**src/rtl/eased_tween_interpolator_macros.svh**
```systemverilog
// ---------------------------------------------------------------------------
// eased tween interpolator assertion macros
// shared property shapes for the checks in the rtl
// ---------------------------------------------------------------------------
`ifndef EASED_TWEEN_INTERPOLATOR_MACROS_SVH
`define EASED_TWEEN_INTERPOLATOR_MACROS_SVH

// same-cycle implication, sampled on i_clk, off during reset
`define ETW_ASSERT_IMP(lbl, ante, cons, msg) \
    lbl: assert property (@(posedge i_clk) disable iff (!i_rst_n) (ante) |-> (cons)) \
        else $error(msg);

// next-cycle implication, sampled on i_clk, off during reset
`define ETW_ASSERT_NXT(lbl, ante, cons, msg) \
    lbl: assert property (@(posedge i_clk) disable iff (!i_rst_n) (ante) |=> (cons)) \
        else $error(msg);

`endif

```
**src/rtl/etw_pkg.sv**
```systemverilog
// ---------------------------------------------------------------------------
// etw_pkg
// shared constants, transaction kinds and flag type of the tween interpolator
// ---------------------------------------------------------------------------
package etw_pkg;

    localparam int VALUE_BITS_DEF    = 32;
    localparam int DURATION_BITS_DEF = 20;
    localparam int TABLE_ENTRIES_DEF = 256;
    localparam int PAUSE_BITS        = 20;
    localparam int CLOCK_BITS        = 32;
    localparam int QUEUE_DEPTH       = 2;

    // input modes
    localparam logic [1:0] MODE_TICK = 2'd0;
    localparam logic [1:0] MODE_SET  = 2'd1;
    localparam logic [1:0] MODE_ADD  = 2'd2;
    localparam logic [1:0] MODE_MOVE = 2'd3;

    // curves
    localparam logic [1:0] CURVE_LINEAR   = 2'd0;
    localparam logic [1:0] CURVE_EASE_IN  = 2'd1;
    localparam logic [1:0] CURVE_EASE_OUT = 2'd2;
    localparam logic [1:0] CURVE_ELASTIC  = 2'd3;

    // classified transaction kinds
    localparam int KIND_BITS = 3;
    localparam logic [KIND_BITS-1:0] KIND_TICK = 3'd0;
    localparam logic [KIND_BITS-1:0] KIND_SET  = 3'd1;
    localparam logic [KIND_BITS-1:0] KIND_ADD  = 3'd2;
    localparam logic [KIND_BITS-1:0] KIND_NONE = 3'd3;
    localparam logic [KIND_BITS-1:0] KIND_MOVE = 3'd4;

    typedef struct packed {
        logic moved;
        logic finished;
        logic done;
    } t_flags;

endpackage

```
**src/rtl/etw_queue.sv**
```systemverilog
// ---------------------------------------------------------------------------
// etw_queue
// short first-in first-out queue between front and back
// ---------------------------------------------------------------------------
module etw_queue
    import etw_pkg::*;
#(
    parameter int WIDTH = 8,
    parameter int DEPTH = QUEUE_DEPTH
) (
    input  logic             i_clk,
    input  logic             i_rst_n,
    input  logic             i_push,
    input  logic [WIDTH-1:0] i_data,
    output logic             o_full,
    input  logic             i_pop,
    output logic             o_empty,
    output logic [WIDTH-1:0] o_data
);

    localparam int PW = (DEPTH > 1) ? $clog2(DEPTH) : 1;
    localparam int CW = $clog2(DEPTH + 1);

    logic [WIDTH-1:0] r_mem [DEPTH];
    logic [PW-1:0]    r_wr;
    logic [PW-1:0]    r_rd;
    logic [CW-1:0]    r_count;
    logic [PW-1:0]    n_wr;
    logic [PW-1:0]    n_rd;
    logic [CW-1:0]    n_count;
    logic             do_push;
    logic             do_pop;

    assign o_full  = (r_count == CW'(DEPTH));
    assign o_empty = (r_count == '0);
    assign do_push = i_push && !o_full;
    assign do_pop  = i_pop && !o_empty;
    assign o_data  = r_mem[r_rd];

    always_comb begin
        n_wr    = r_wr;
        n_rd    = r_rd;
        n_count = r_count;
        if (do_push) begin
            n_wr = (r_wr == PW'(DEPTH - 1)) ? '0 : r_wr + 1'b1;
        end
        if (do_pop) begin
            n_rd = (r_rd == PW'(DEPTH - 1)) ? '0 : r_rd + 1'b1;
        end
        if (do_push && !do_pop) begin
            n_count = r_count + 1'b1;
        end else if (do_pop && !do_push) begin
            n_count = r_count - 1'b1;
        end
    end

    always_ff @(posedge i_clk) begin
        if (!i_rst_n) begin
            r_wr    <= '0;
            r_rd    <= '0;
            r_count <= '0;
        end else begin
            r_wr    <= n_wr;
            r_rd    <= n_rd;
            r_count <= n_count;
        end
    end

    always_ff @(posedge i_clk) begin
        if (do_push) begin
            r_mem[r_wr] <= i_data;
        end
    end

endmodule

```
**config.mk**
```make
export PLATFORM = sky130hd
export DESIGN_NAME = etw_queue
export DESIGN_NICKNAME = d
export VERILOG_FILES = /design/src/rtl/eased_tween_interpolator_macros.svh /design/src/rtl/etw_pkg.sv /design/src/rtl/etw_queue.sv
export SDC_FILE = /design/constraint.sdc
export NUM_CORES = 1
export LEC_CHECK = 0
export ABC_AREA = 1
export BUFFER_PORTS_ARGS = -buffer_cell sky130_fd_sc_hd__buf_2
export CAP_MARGIN = 40
export CORE_AREA = 3 3 50 52
export CTS_CLUSTER_SIZE = 30
export DETAILED_ROUTE_END_ITERATION = 12
export DIE_AREA = 0 0 53 55
export PLACE_DENSITY = 0.73
export SLEW_MARGIN = 30
export SYNTH_ARGS = -nofsm -noshare
export SYNTH_HDL_FRONTEND = slang
export SYNTH_SLANG_ARGS = --single-unit
```
**constraint.sdc**
```tcl
create_clock -name i_clk -period 3.45 [get_ports i_clk]
set_clock_uncertainty 0.1 [all_clocks]
set_input_delay 0.69 -clock i_clk [delete_from_list [all_inputs] [get_ports i_clk]]
set_output_delay 0.69 -clock i_clk [all_outputs]
set_load 0.01 [all_outputs]
```
Yosys cells after proc, flatten, opt, wreduce, memory -nomap -nowiden

Memories as Yosys holds them, arrays and structs flattened. A register that Yosys moved wholly into a read port is not among the register bits.
Cells that the tools add are included.

Add/subtract/negate cells: 4
Reduce and logical (&&, ||, !) cells: 10
Multiplexer cells: 8
Equality and inequality tests: 1

Operator list:

| cell                                             | number |
|---|---|
| 2-to-1 mux 1 bit                                 | 6 |
| logical AND 1 bit                                | 4 |
| logical NOT 1 bit                                | 4 |
| 2-to-1 mux 2 bit                                 | 2 |
| adder 1 bit, second input constant               | 2 |
| adder 2 x 1 -> 2 bit, second input constant      | 1 |
| equality test 2 bit, second input constant       | 1 |
| logical NOT 2 bit                                | 1 |
| nonzero test 2 bit                               | 1 |
| subtractor 2 x 1 -> 2 bit, second input constant | 1 |

Bits in writable memories: 16
Bits of input ports: 12
Register bits after elaboration: 4
Output and inout bits: 10
Memories kept: 1
Logic and storage cells: 27

Memories:

| name  | depth | width | rd ports | clocked after memory_dff | wr ports | RTL line        | text |
|---|---|---|---|---|---|---|---|
| r_mem | 2     | 8     | 1        | 1                        | 1        | etw_queue.sv:24 | `logic [WIDTH-1:0] r_mem [DEPTH];` |

Depth between registers and ports, before layout

Depth in word-level cells: 7
Gate-level depth with buffers: 10
Gate-level depth less buffers: 10

Worst setup path before layout

Ideal clock, no wire load.

Path kind: input to register
Start point: input port i_pop
End point: register r_count[1]
Path slack: 1.808 ns
Data required time: 3.286 ns
Stages on the path: 9
Data arrival time: 1.478 ns
Setup time: 0.064 ns
Path buffers: 0
Cells stage by stage: inv_1 -> nor2_2 -> inv_1 -> ha_1 -> inv_1 -> nand3_1 -> nand2_1 -> inv_1 -> nor2_1

Longest elaborated chain between the ends: 4
Elaborated cells on any way between the ends: 6
Those cells by class: mux: 1; reduce/logical: 5

RTL lines:

| element                                                | RTL line        | text |
|---|---|---|
| start: declaration                                     | etw_queue.sv:16 | `input logic i_pop,` |
| logical AND 1 bit *                                    | etw_queue.sv:37 | `assign do_pop = i_pop && !o_empty;` |
| logical NOT 1 bit                                      | etw_queue.sv:50 | `if (do_push && !do_pop) begin` |
| logical AND 1 bit                                      | etw_queue.sv:50 |  |
| 2-to-1 mux 2 bit or nonzero test 2 bit (tied branches) | -               |  |
| end signal: assignment                                 | etw_queue.sv:65 | `r_count <= n_count;` |
| end: declaration                                       | etw_queue.sv:27 | `logic [CW-1:0] r_count;` |

Mark *: on every way between the ends. The rest lies on a longest branch, timed or not.
A chain may end at the register's enable or synchronous reset.

==> metrics.cfg <==
[outcome]
status=finished, final reports clean

[floorplanning]
start_util_pct=38.3
dieHeight_um=55
die_area_mm2=0.00292
die_w_um=53
fp.coreArea_mm2=0.00215
io_pins=22
row_count=17

[global_routing]
grt_pass1_wl_um=2110
overflow=0
antenna_found_initial=0
grt.total_usage_pct=10.8
grt_max_degree=13
grt_pass1_vias=523

[detailed_routing]
drc=0
first_pass_iters=4
dr.first_iter.drc_count=4
wl_met3_um=130
final_antenna_net_count=0
top_layer=met4
routed_via_density=4.53
dr_total_vias=521
met1_length_um=488
wl_met2_um=692
wl_per_cell_um=11.7
wirelength_um=1350

[setup_path]
path_class=reg -> out
reg2regPathDepth=9
ff2ff_setup_slack_ns=1.90
r2r_start=r_count[0]$_SDFFE_PN0P_
start_kind=flop
reg2reg_to=r_count[1]$_SDFFE_PN0P_
cp-end-kind=output port
arrival_ns=1.36
cp.required_ns=2.66
cp_max_fo=8

[synthesis]
post-synth-top-count-cell=edfxtp_1
synthCells=63
synth-seq-cells=21
yosys_warnings=0
synth_top_cell_area_share_pct=58.4
postSynthAreaPerCell_um2=13.1
synthTopCellsByCount=edfxtp_1 (16), nor2_1 (10), inv_1 (8), mux2_2 (8), nand2_1 (6)
synth_area_leaders=edfxtp_1 (58%), dfxtp_1 (12%), mux2_2 (11%)
yosysTopAreaCell=edfxtp_1
synthArstFlopShare_pct=0
ys.flop_type=edfxtp_1
synth_cell_type_count=15
netlist_area_um2=823
syn-num-nets=76
synth-edff-count=16
yosysSeqAreaShare_pct=70.5

[timing]
tightestPinTransition_ns=0.674
tns_ns=0
clock.fmax_ghz=0.465
finalHoldViolCount=0
fin_hold_ws_ns=0.435
period_minus_slack_ns=2.15
rsz0062_at_grt=false
final.period_utilization_pct=62.3
relSlewSlack_pct=54.9
fin_ws_ns=1.30
setup_viol=0
maxSlewViolCount=0

[placement]
placed_cells=111
gp_congestion=0.571
place_ws_ns=1.59
portBuffers=21
hpwlAfterDp_um=1000

[cts]
clock_latency_ns=0.30
cts_tree=built
htree_levels=1
hold_buffers=0
path_clk_slew_ns=0.11
cts_root_buffer=clkbuf_4
postCtsSetupBuffers=0
cts_inserted_buffers=3
cts.sinks=21
clk_path_buf_depth=2
cts-resized-gates=0

[layout]
drive_above_1_share_pct=41.4
n_antenna_cell=0
final_cells=115
syn_to_final_growth_pct=19.8
nNetsFinal=101
nFillCells=201

[min_path]
hold_end=r_rd$_SDFFE_PN0P_
hold_class=reg -> reg
hp-start=r_rd$_SDFFE_PN0P_
holdPathStages=2

[pwr]
p_leak_uw=0.000411
vdd_drop_max_mv=0.401
power.density_mw_per_mm2=684
p_total_uw=674

[flow_run]
maxCapViolCount=0

[power by group]
part | internal [uW] | switching (uW) | leakage (uW)
registers | 323 | 29.8 | 0.000191
clock network | 43.2 | 73.4 | 0.0000177
logic | 90.0 | 115 | 0.000202
[routing by layer]
metal / GRT usage [%] / up-vias
met5: 0 / -
met2: 19.8 / 22
met3: 2.68 / 5
met1: 10.1 / 234
met4: 8.94 / 0
li1: - / 260
[sequential cells by signal, indices dropped and copies added, names as in the netlist, named ones only]
name	cells
r_count	2
r_wr	1
r_mem	16
r_rd	1
[per-stage QoR]
step                      utilization, %  area [um2]
after floorplan                        -         823
after global placement              44.6         958
after detailed placement            44.6         958
after CTS                           45.9         986
after global routing                45.9         986
final                               45.9         986
[layout by cell type (no fill, tap or decap)]
| cell type | count |
|---|---|
| a21oi_1 | 1 |
| buf_2 | 21 |
| clkbuf_4 | 3 |
| clkinv_2 | 1 |
| dfxtp_1 | 5 |
| edfxtp_1 | 16 |
| ha_1 | 1 |
| inv_1 | 8 |
| inv_2 | 1 |
| mux2_2 | 8 |
| nand2_1 | 6 |
| nand3_1 | 1 |
| nand4_1 | 1 |
| nor2_1 | 10 |
| nor2_2 | 1 |
| o21ai_0 | 2 |
| o21ai_2 | 1 |
[area by class of cell]
| type | count | area (um2) | area share (%) |
|---|---|---|---|
| multi-input cells | 32 | 204 | 20.7 |
| inverters | 9 | 33.8 | 3.43 |
| clock inverters | 1 | 5.00 | 0.508 |
| clock buffers | 3 | 22.5 | 2.28 |
| flip-flops and latches | 21 | 581 | 58.9 |
| well taps | 28 | 35.0 | 3.55 |
| repair buffers | 21 | 105 | 10.7 |
[critical path, stage by stage, from the launching register on]
cell and delay [ns]:
dfxtp_1 0.55, mux2_2 0.38, buf_2 0.14
[cell families after synthesis]
| family | after synthesis | share of synthesized area (%) |
|---|---|---|
| compound gates | 4 | 2.89 |
| fa+ha+maj | 1 | 1.52 |
| buf+inv | 10 | 4.71 |
| flops | 21 | 70.5 |
| mux | 8 | 10.9 |
| simple gates | 19 | 9.42 |
[worst max-delay path by stage]
stage	from	end	slack [ns]	cells after the start
after floorplan	i_pop	r_count[1]$_SDFFE_PN0P_	1.81	9
after global placement	i_push	r_mem[1][3]$_DFFE_PP_	1.58	3
after detailed placement	i_push	r_mem[0][1]$_DFFE_PP_	1.59	3
after CTS	flop	o_data[3]	1.26	2
after global routing	flop	o_data[2]	1.22	2
final	flop	o_data[3]	1.30	2
No activity file was read; power rests on OpenSTA's default activity.
