`src/rtl/eased_tween_interpolator_macros.svh`:
```
// ---------------------------------------------------------------------------
// eased tween interpolator assertion macros
// shared property shapes for the checks in the rtl
// ---------------------------------------------------------------------------
`ifndef EASED_TWEEN_INTERPOLATOR_MACROS_SVH
`define EASED_TWEEN_INTERPOLATOR_MACROS_SVH

// same-cycle implication, sampled on i_clk, off during reset
`define ETW_ASSERT_IMP(lbl, ante, cons, msg) \
    lbl: assert property (@(posedge i_clk) disable iff (!i_rst_n) (ante) |-> (cons)) \
        else $error(msg);

// next-cycle implication, sampled on i_clk, off during reset
`define ETW_ASSERT_NXT(lbl, ante, cons, msg) \
    lbl: assert property (@(posedge i_clk) disable iff (!i_rst_n) (ante) |=> (cons)) \
        else $error(msg);

`endif

```
`src/rtl/etw_pkg.sv`:
```
// ---------------------------------------------------------------------------
// etw_pkg
// shared constants, transaction kinds and flag type of the tween interpolator
// ---------------------------------------------------------------------------
package etw_pkg;

    localparam int VALUE_BITS_DEF    = 32;
    localparam int DURATION_BITS_DEF = 20;
    localparam int TABLE_ENTRIES_DEF = 256;
    localparam int PAUSE_BITS        = 20;
    localparam int CLOCK_BITS        = 32;
    localparam int QUEUE_DEPTH       = 2;

    // input modes
    localparam logic [1:0] MODE_TICK = 2'd0;
    localparam logic [1:0] MODE_SET  = 2'd1;
    localparam logic [1:0] MODE_ADD  = 2'd2;
    localparam logic [1:0] MODE_MOVE = 2'd3;

    // curves
    localparam logic [1:0] CURVE_LINEAR   = 2'd0;
    localparam logic [1:0] CURVE_EASE_IN  = 2'd1;
    localparam logic [1:0] CURVE_EASE_OUT = 2'd2;
    localparam logic [1:0] CURVE_ELASTIC  = 2'd3;

    // classified transaction kinds
    localparam int KIND_BITS = 3;
    localparam logic [KIND_BITS-1:0] KIND_TICK = 3'd0;
    localparam logic [KIND_BITS-1:0] KIND_SET  = 3'd1;
    localparam logic [KIND_BITS-1:0] KIND_ADD  = 3'd2;
    localparam logic [KIND_BITS-1:0] KIND_NONE = 3'd3;
    localparam logic [KIND_BITS-1:0] KIND_MOVE = 3'd4;

    typedef struct packed {
        logic moved;
        logic finished;
        logic done;
    } t_flags;

endpackage

```
`src/rtl/etw_front.sv`:
```
// ---------------------------------------------------------------------------
// etw_front
// input register stage that classifies each transaction for the back end
// ---------------------------------------------------------------------------
module etw_front
    import etw_pkg::*;
#(
    parameter int VALUE_BITS    = VALUE_BITS_DEF,
    parameter int DURATION_BITS = DURATION_BITS_DEF
) (
    input  logic                          i_clk,
    input  logic                          i_rst_n,
    input  logic                          i_valid,
    output logic                          o_stall,
    input  logic [1:0]                    i_mode,
    input  logic [1:0]                    i_curve,
    input  logic signed [VALUE_BITS-1:0]  i_amount,
    input  logic [DURATION_BITS-1:0]      i_duration_ms,
    input  logic [PAUSE_BITS-1:0]         i_pause_ms,
    output logic                          o_push,
    input  logic                          i_full,
    output logic [KIND_BITS-1:0]          o_kind,
    output logic [1:0]                    o_curve,
    output logic signed [VALUE_BITS-1:0]  o_amount,
    output logic [DURATION_BITS-1:0]      o_duration,
    output logic [PAUSE_BITS-1:0]         o_pause
);

    logic                         r_valid;
    logic                         n_valid;
    logic [KIND_BITS-1:0]         r_kind;
    logic [KIND_BITS-1:0]         n_kind;
    logic                         accept;

    assign o_stall = r_valid && i_full;
    assign o_push  = r_valid && !i_full;
    assign accept  = i_valid && !o_stall;
    assign o_kind  = r_kind;

    always_comb begin
        n_kind = r_kind;
        if (accept) begin
            case (i_mode)
                MODE_TICK: n_kind = KIND_TICK;
                MODE_SET:  n_kind = KIND_SET;
                MODE_ADD:  n_kind = (i_amount == '0) ? KIND_NONE : KIND_ADD;
                MODE_MOVE: n_kind = (i_duration_ms == '0) ? KIND_SET : KIND_MOVE;
                default:   n_kind = KIND_NONE;
            endcase
        end
    end

    always_comb begin
        n_valid = r_valid;
        if (accept) begin
            n_valid = 1'b1;
        end else if (o_push) begin
            n_valid = 1'b0;
        end
    end

    always_ff @(posedge i_clk) begin
        if (!i_rst_n) begin
            r_valid <= 1'b0;
        end else begin
            r_valid <= n_valid;
        end
    end

    always_ff @(posedge i_clk) begin
        r_kind <= n_kind;
        if (accept) begin
            o_curve    <= i_curve;
            o_amount   <= i_amount;
            o_duration <= i_duration_ms;
            o_pause    <= i_pause_ms;
        end
    end

endmodule

```
`config.mk`:
```
export PLATFORM = sky130hd
export DESIGN_NAME = etw_front
export DESIGN_NICKNAME = d
export VERILOG_FILES = /design/src/rtl/eased_tween_interpolator_macros.svh /design/src/rtl/etw_pkg.sv /design/src/rtl/etw_front.sv
export SDC_FILE = /design/constraint.sdc
export NUM_CORES = 1
export LEC_CHECK = 0
export ABC_AREA = 1
export BUFFER_PORTS_ARGS = -buffer_cell sky130_fd_sc_hd__buf_2
export CAP_MARGIN = 20
export CORE_ASPECT_RATIO = 1.75
export CORE_MARGIN = 2
export CORE_UTILIZATION = 41
export DETAILED_ROUTE_END_ITERATION = 10
export PLACE_DENSITY = 0.82
export REMOVE_ABC_BUFFERS = 1
export SYNTH_ARGS = -nofsm -noshare
export SYNTH_HDL_FRONTEND = slang
export SYNTH_SLANG_ARGS = --single-unit
```
`constraint.sdc`:
```
create_clock -name i_clk -period 5.5 [get_ports i_clk]
set_input_delay 1.1 -clock i_clk [delete_from_list [all_inputs] [get_ports i_clk]]
set_output_delay 1.1 -clock i_clk [all_outputs]
set_load 0.05 [all_outputs]
```
=== Word level (Yosys, flattened, before mapping) ===
Cells that the tools add are included.

* Output and inout bits: 79
* Logic and storage cells: 23
* Input bits: 80
* Register bits after elaboration: 78

* Reduce and logical (&&, ||, !) cells: 9
* Equality and inequality tests: 3
* Mux-type cells: 5

{| class="wikitable"
|+ Operator list
! kind !! number
|-
| $logic_not 32->1 || 1
|-
| $logic_not 20->1 || 1
|-
| $pmux 3 s4 || 1
|-
| $eq 2x2->1 const B || 2
|-
| $logic_and 1x1->1 || 3
|-
| $mux 1 || 3
|-
| $mux 3 || 1
|-
| $eq 2x1->1 const B || 1
|-
| $logic_not 1->1 || 2
|-
| $logic_not 2->1 || 1
|-
| $reduce_bool 2->1 || 1
|}

=== Longest topological paths before layout ===
* Depth in word-level cells: 4
* Depth in mapped cells: 7
* Gate-level depth less buffers: 7

=== Worst setup path after synthesis ===
Ideal clock, no wire load.

* Path type: input to register
* Start point: input i_full
* End point: register o_amount[0] (enable)
* Data required time: 4.987 ns
* Library setup time: 0.513 ns
* Arrival time: 4.669 ns
* Buffers on the path: 0
* Setup slack: 0.318 ns
* Stages: 3
* Path through: nand2_1 -> inv_1 -> nor2_1

* Word-level cells in the longest chain between the ends: 3

{| class="wikitable"
|+ Ends and longest elaborated chain
! what !! RTL line !! source
|-
| start, declared || etw_front.sv:21 || <nowiki>input logic i_full,</nowiki>
|-
| $logic_and 1x1->1 || etw_front.sv:35 || <nowiki>assign o_stall = r_valid && i_full;</nowiki>
|-
| named net o_stall || etw_front.sv:14 || <nowiki>output logic o_stall,</nowiki>
|-
| $logic_not 1->1 || etw_front.sv:37 || <nowiki>assign accept = i_valid && !o_stall;</nowiki>
|-
| $logic_and 1x1->1 || etw_front.sv:37 ||
|-
| named net accept || etw_front.sv:33 || <nowiki>logic accept;</nowiki>
|-
| end signal, assigned || etw_front.sv:74 || <nowiki>o_amount <= i_amount;</nowiki>
|-
| end, declared || etw_front.sv:24 || <nowiki>output logic signed [VALUE_BITS-1:0] o_amount,</nowiki>
|}

The timed path passes the listed nets, and every way through them passes these cells.
A chain may end at the register's enable or synchronous reset.

=== Final worst setup path ===
* Start point: input i_full
* End point: output o_stall

* Word-level cells in the longest chain between the ends: 1

{| class="wikitable"
|+ Ends and longest elaborated chain
! what !! RTL line
|-
| $logic_and 1x1->1 || etw_front.sv:35
|-
| end, declared || etw_front.sv:14
|}

Every way passes these cells.

==> summary.txt <==
Yosys
  • Area share of the largest cell type after synthesis: 0.890
  • Post-synth top area cell: edfxtp_1
  • Seq cells post-synth: 78
  • Cell Area, Synth: 0.00260 sq mm
  • Number of synthesized flops with an enable pin: 77
  • Synth Area per Inst: 18.2 sq um
  • YS warnings: 0
  • Synth area leaders: edfxtp_1 (89%), nor2_1 (5.1%), nand2_1 (2.7%), inv_1 (0.87%), dfxtp_1 (0.77%)
  • Ys async rst share: 0
  • Seq/Total Area, Yosys: 0.897
  • Post-Synthesis Cells: 143
  • Count leader, synth: edfxtp_1
  • Most frequent cells after synthesis: edfxtp_1 (77), nor2_1 (35), nand2_1 (19), inv_1 (6)
  • Synth Flop Type: edfxtp_1
  • Post-synth cell types: 10

Place
  • I/O Buffers: 158
  • Routability Congestion: 0.670
  • Post-DP HPWL: 4.08 mm
  • Placed cell area: 0.00350 sq mm

Global routing
  • Met1 Use GR: 0.144
  • Gr busiest metal: met2
  • Met3 Resource Use GR: 0.0645
  • GRT Total Usage: 0.152
  • Initial antenna violation count: 0
  • GRT met2 Usage: 0.266
  • Vias in the first global route: 1748
  • Pin count of the biggest net entering global routing: 52
  • Grt ovf: 0
  • First-pass GRT wire length: 7.62 mm

Job
  • MaxCap Viol Count: 0

CTS
  • Worst-skew pair later-pin latency: 340 ps
  • Setup Buffers After CTS: 0
  • CTS Hold Buffers Added: 0
  • CTS root buf: clkbuf_8
  • Htree depth: 3
  • Post-CTS sizing: 0
  • CTS tree: built
  • Clk pin slew, worst setup/hold paths: 70 ps
  • Sink Count: between 70 and 80
  • Longest Clk Path Bufs: 2
  • CTS Buf Count: 9

Pwr
  • P_sw: 352 uW
  • Cell Int Power: 945 uW
  • P_leak: 1.60 nW
  • Seq pwr share: 0.541
  • Cell Pwr Density: 352 mW/mm^2
  • Clock Power Share: 0.299
  • Worst vdd ir: 0.174 mV
  • Comb pwr share: 0.160
  • Switching share of power: 0.272

Setup path
  • Slowest cell on the critical path: buf_2
  • Crit path max-delay family: buffers and inverters
  • Crit-path most repeated cell: buf_2
  • Worst Path Buf+Inv: 3
  • CP max FO: 2
  • Reg-to-Reg End: o_duration[14]
  • WP data arrival: ~1600 ps
  • Crit path launch type: input pin
  • Crit. End Element: output pin
  • Worst r2r src: r_valid
  • CP Cell Sequence: buf_2 > nand2_1 > inv_1 > buf_2
  • Critical path type: in2out
  • Reg2reg path depth: 4
  • Required time of the critical path: ~4400 ps
  • Worst path max stage delay: 270 ps
  • Worst Setup SP: i_full
  • FF-to-FF setup slack: 3460 ps

Floorplan
  • CORE AREA: 0.00618 sq mm
  • Die ar.: 0.00702 sq mm
  • Chip Width: 64.2 um
  • Die height: 109 um
  • Num ports: 159
  • Initial Utilization: 0.420
  • Placement Rows: 38

Timing
  • F_max: between 0.3 and 0.4 GHz
  • Setup violations, final: 0
  • Final TNS setup: 0 ps
  • Worst slew margin: 0.515
  • Minimum clock period: 2720 ps
  • Final worst-path cycle share: 0.495
  • Slew Limit Fails: 0
  • Final hold vios: 0
  • Slew @ Worst Pin: 725 ps
  • RSZ-0062 raised after global routing: false
  • Clock skew: about 6.5 ps

Routing
  • Antenna Nets Post-Route: 0
  • Drt wl/cell: 13.4 um
  • Via-to-Cell Ratio: 4.37
  • Final wirelength: around 5.3 mm
  • First drt pass iteration count: 4
  • DRC Markers: 0
  • DRT iter0 DRCs: 130
  • Vias: 1735

Min path
  • HP Start: r_valid
  • WHS Path Cells: 2
  • Worst Hold Path EP: r_valid
  • Hold Crit Class: reg2reg

Cells and area
  • Register area: about 0.0023 sq mm
  • Final core occ: 0.596
  • Multi-input logic area: around 250 sq um
  • Design area: 0.00368 sq mm
  • Ant. Diodes: 0
  • FILL cells: about 520
  • Nets@finish: around 400
  • Layout cells sized above 1: 0.552
  • Area growth from synthesis to layout: 41.7%

Run status
  • Status: finished clean
## worst reg2reg max path, stage by stage, from the launching register on
cell     delay, ps
dfxtp_1        310
nand2_1         70
inv_1           70
nor2_4         560
buf_4          640
## registers in the layout (all words and copies together) (netlist names)
name        count
o_pause        20
o_kind          3
o_duration     20
o_curve         2
r_valid         1
o_amount       32
## per-stage QoR
step,hold WS [ps],worst slack [ps],cells,power [mW]
finish,498,2780,397,1.30
global route,547,2710,397,1.34
CTS,505,2770,397,1.31
detailed placement,495,2530,382,0.924
global placement,476,2600,382,0.921
floorplan,463,318,143,0.859
## placed cells by master (no fill, tap or decap)
cell type   instances
a21boi_0            1
buf_2             158
buf_4               1
bufinv_16           1
clkbuf_1            1
clkbuf_8            9
clkinv_1            1
clkinv_2            2
clkinvlp_4          1
dfxtp_1             1
edfxtp_1           77
inv_1               6
nand2_1            19
nand3_1             1
nand3_2             1
nand4_1             1
nor2_1             34
nor2_4              1
nor3b_2             1
## cell type report
| cell class | instances | area share |
|---|---|---|
| repair buffers | 159 | 0.217 |
| multi-input cells | 59 | 0.0683 |
| clock buffers | 10 | 0.0346 |
| flip-flops and latches | 78 | 0.633 |
| clock inverters | 5 | 0.0139 |
| well taps | 80 | 0.0272 |
| inverters | 6 | 0.00611 |
## kinds of logic after synthesis
family / count (synthesis) / synth area share
AO/OA/AOI/OAI: 1 / 0.00289
buffers and inverters: 6 / 0.00867
AND/OR/NAND/NOR: 58 / 0.0910
flip-flops: 78 / 0.897
## metal layers
metal  vias up  routed length, um
li1        855                  -
met1       772               1800
met2        95               2870
met3        13                444
met4         0                191
met5         -                  0
## worst max path at each step
stage	to	slack [ps]	cells past startpoint
final	o_stall	2780	4
after global routing	o_stall	2710	4
after CTS	o_stall	2770	4
after detailed placement	o_duration[3]	2530	5
after global placement	o_duration[5]	2600	5
after floorplan	o_amount[0]	320	3
## power by group through the flow
stage,Clock (mW),Sequential [mW],Combinational [mW]
2_1_floorplan,0,0.838,0.0207
3_3_place_gp,0,0.714,0.206
3_5_place_dp,0,0.715,0.209
4_1_cts,0.399,0.703,0.209
5_1_grt,0.420,0.705,0.218
6_report,0.387,0.702,0.208
Note: power is estimated with default switching activity, not from simulation.
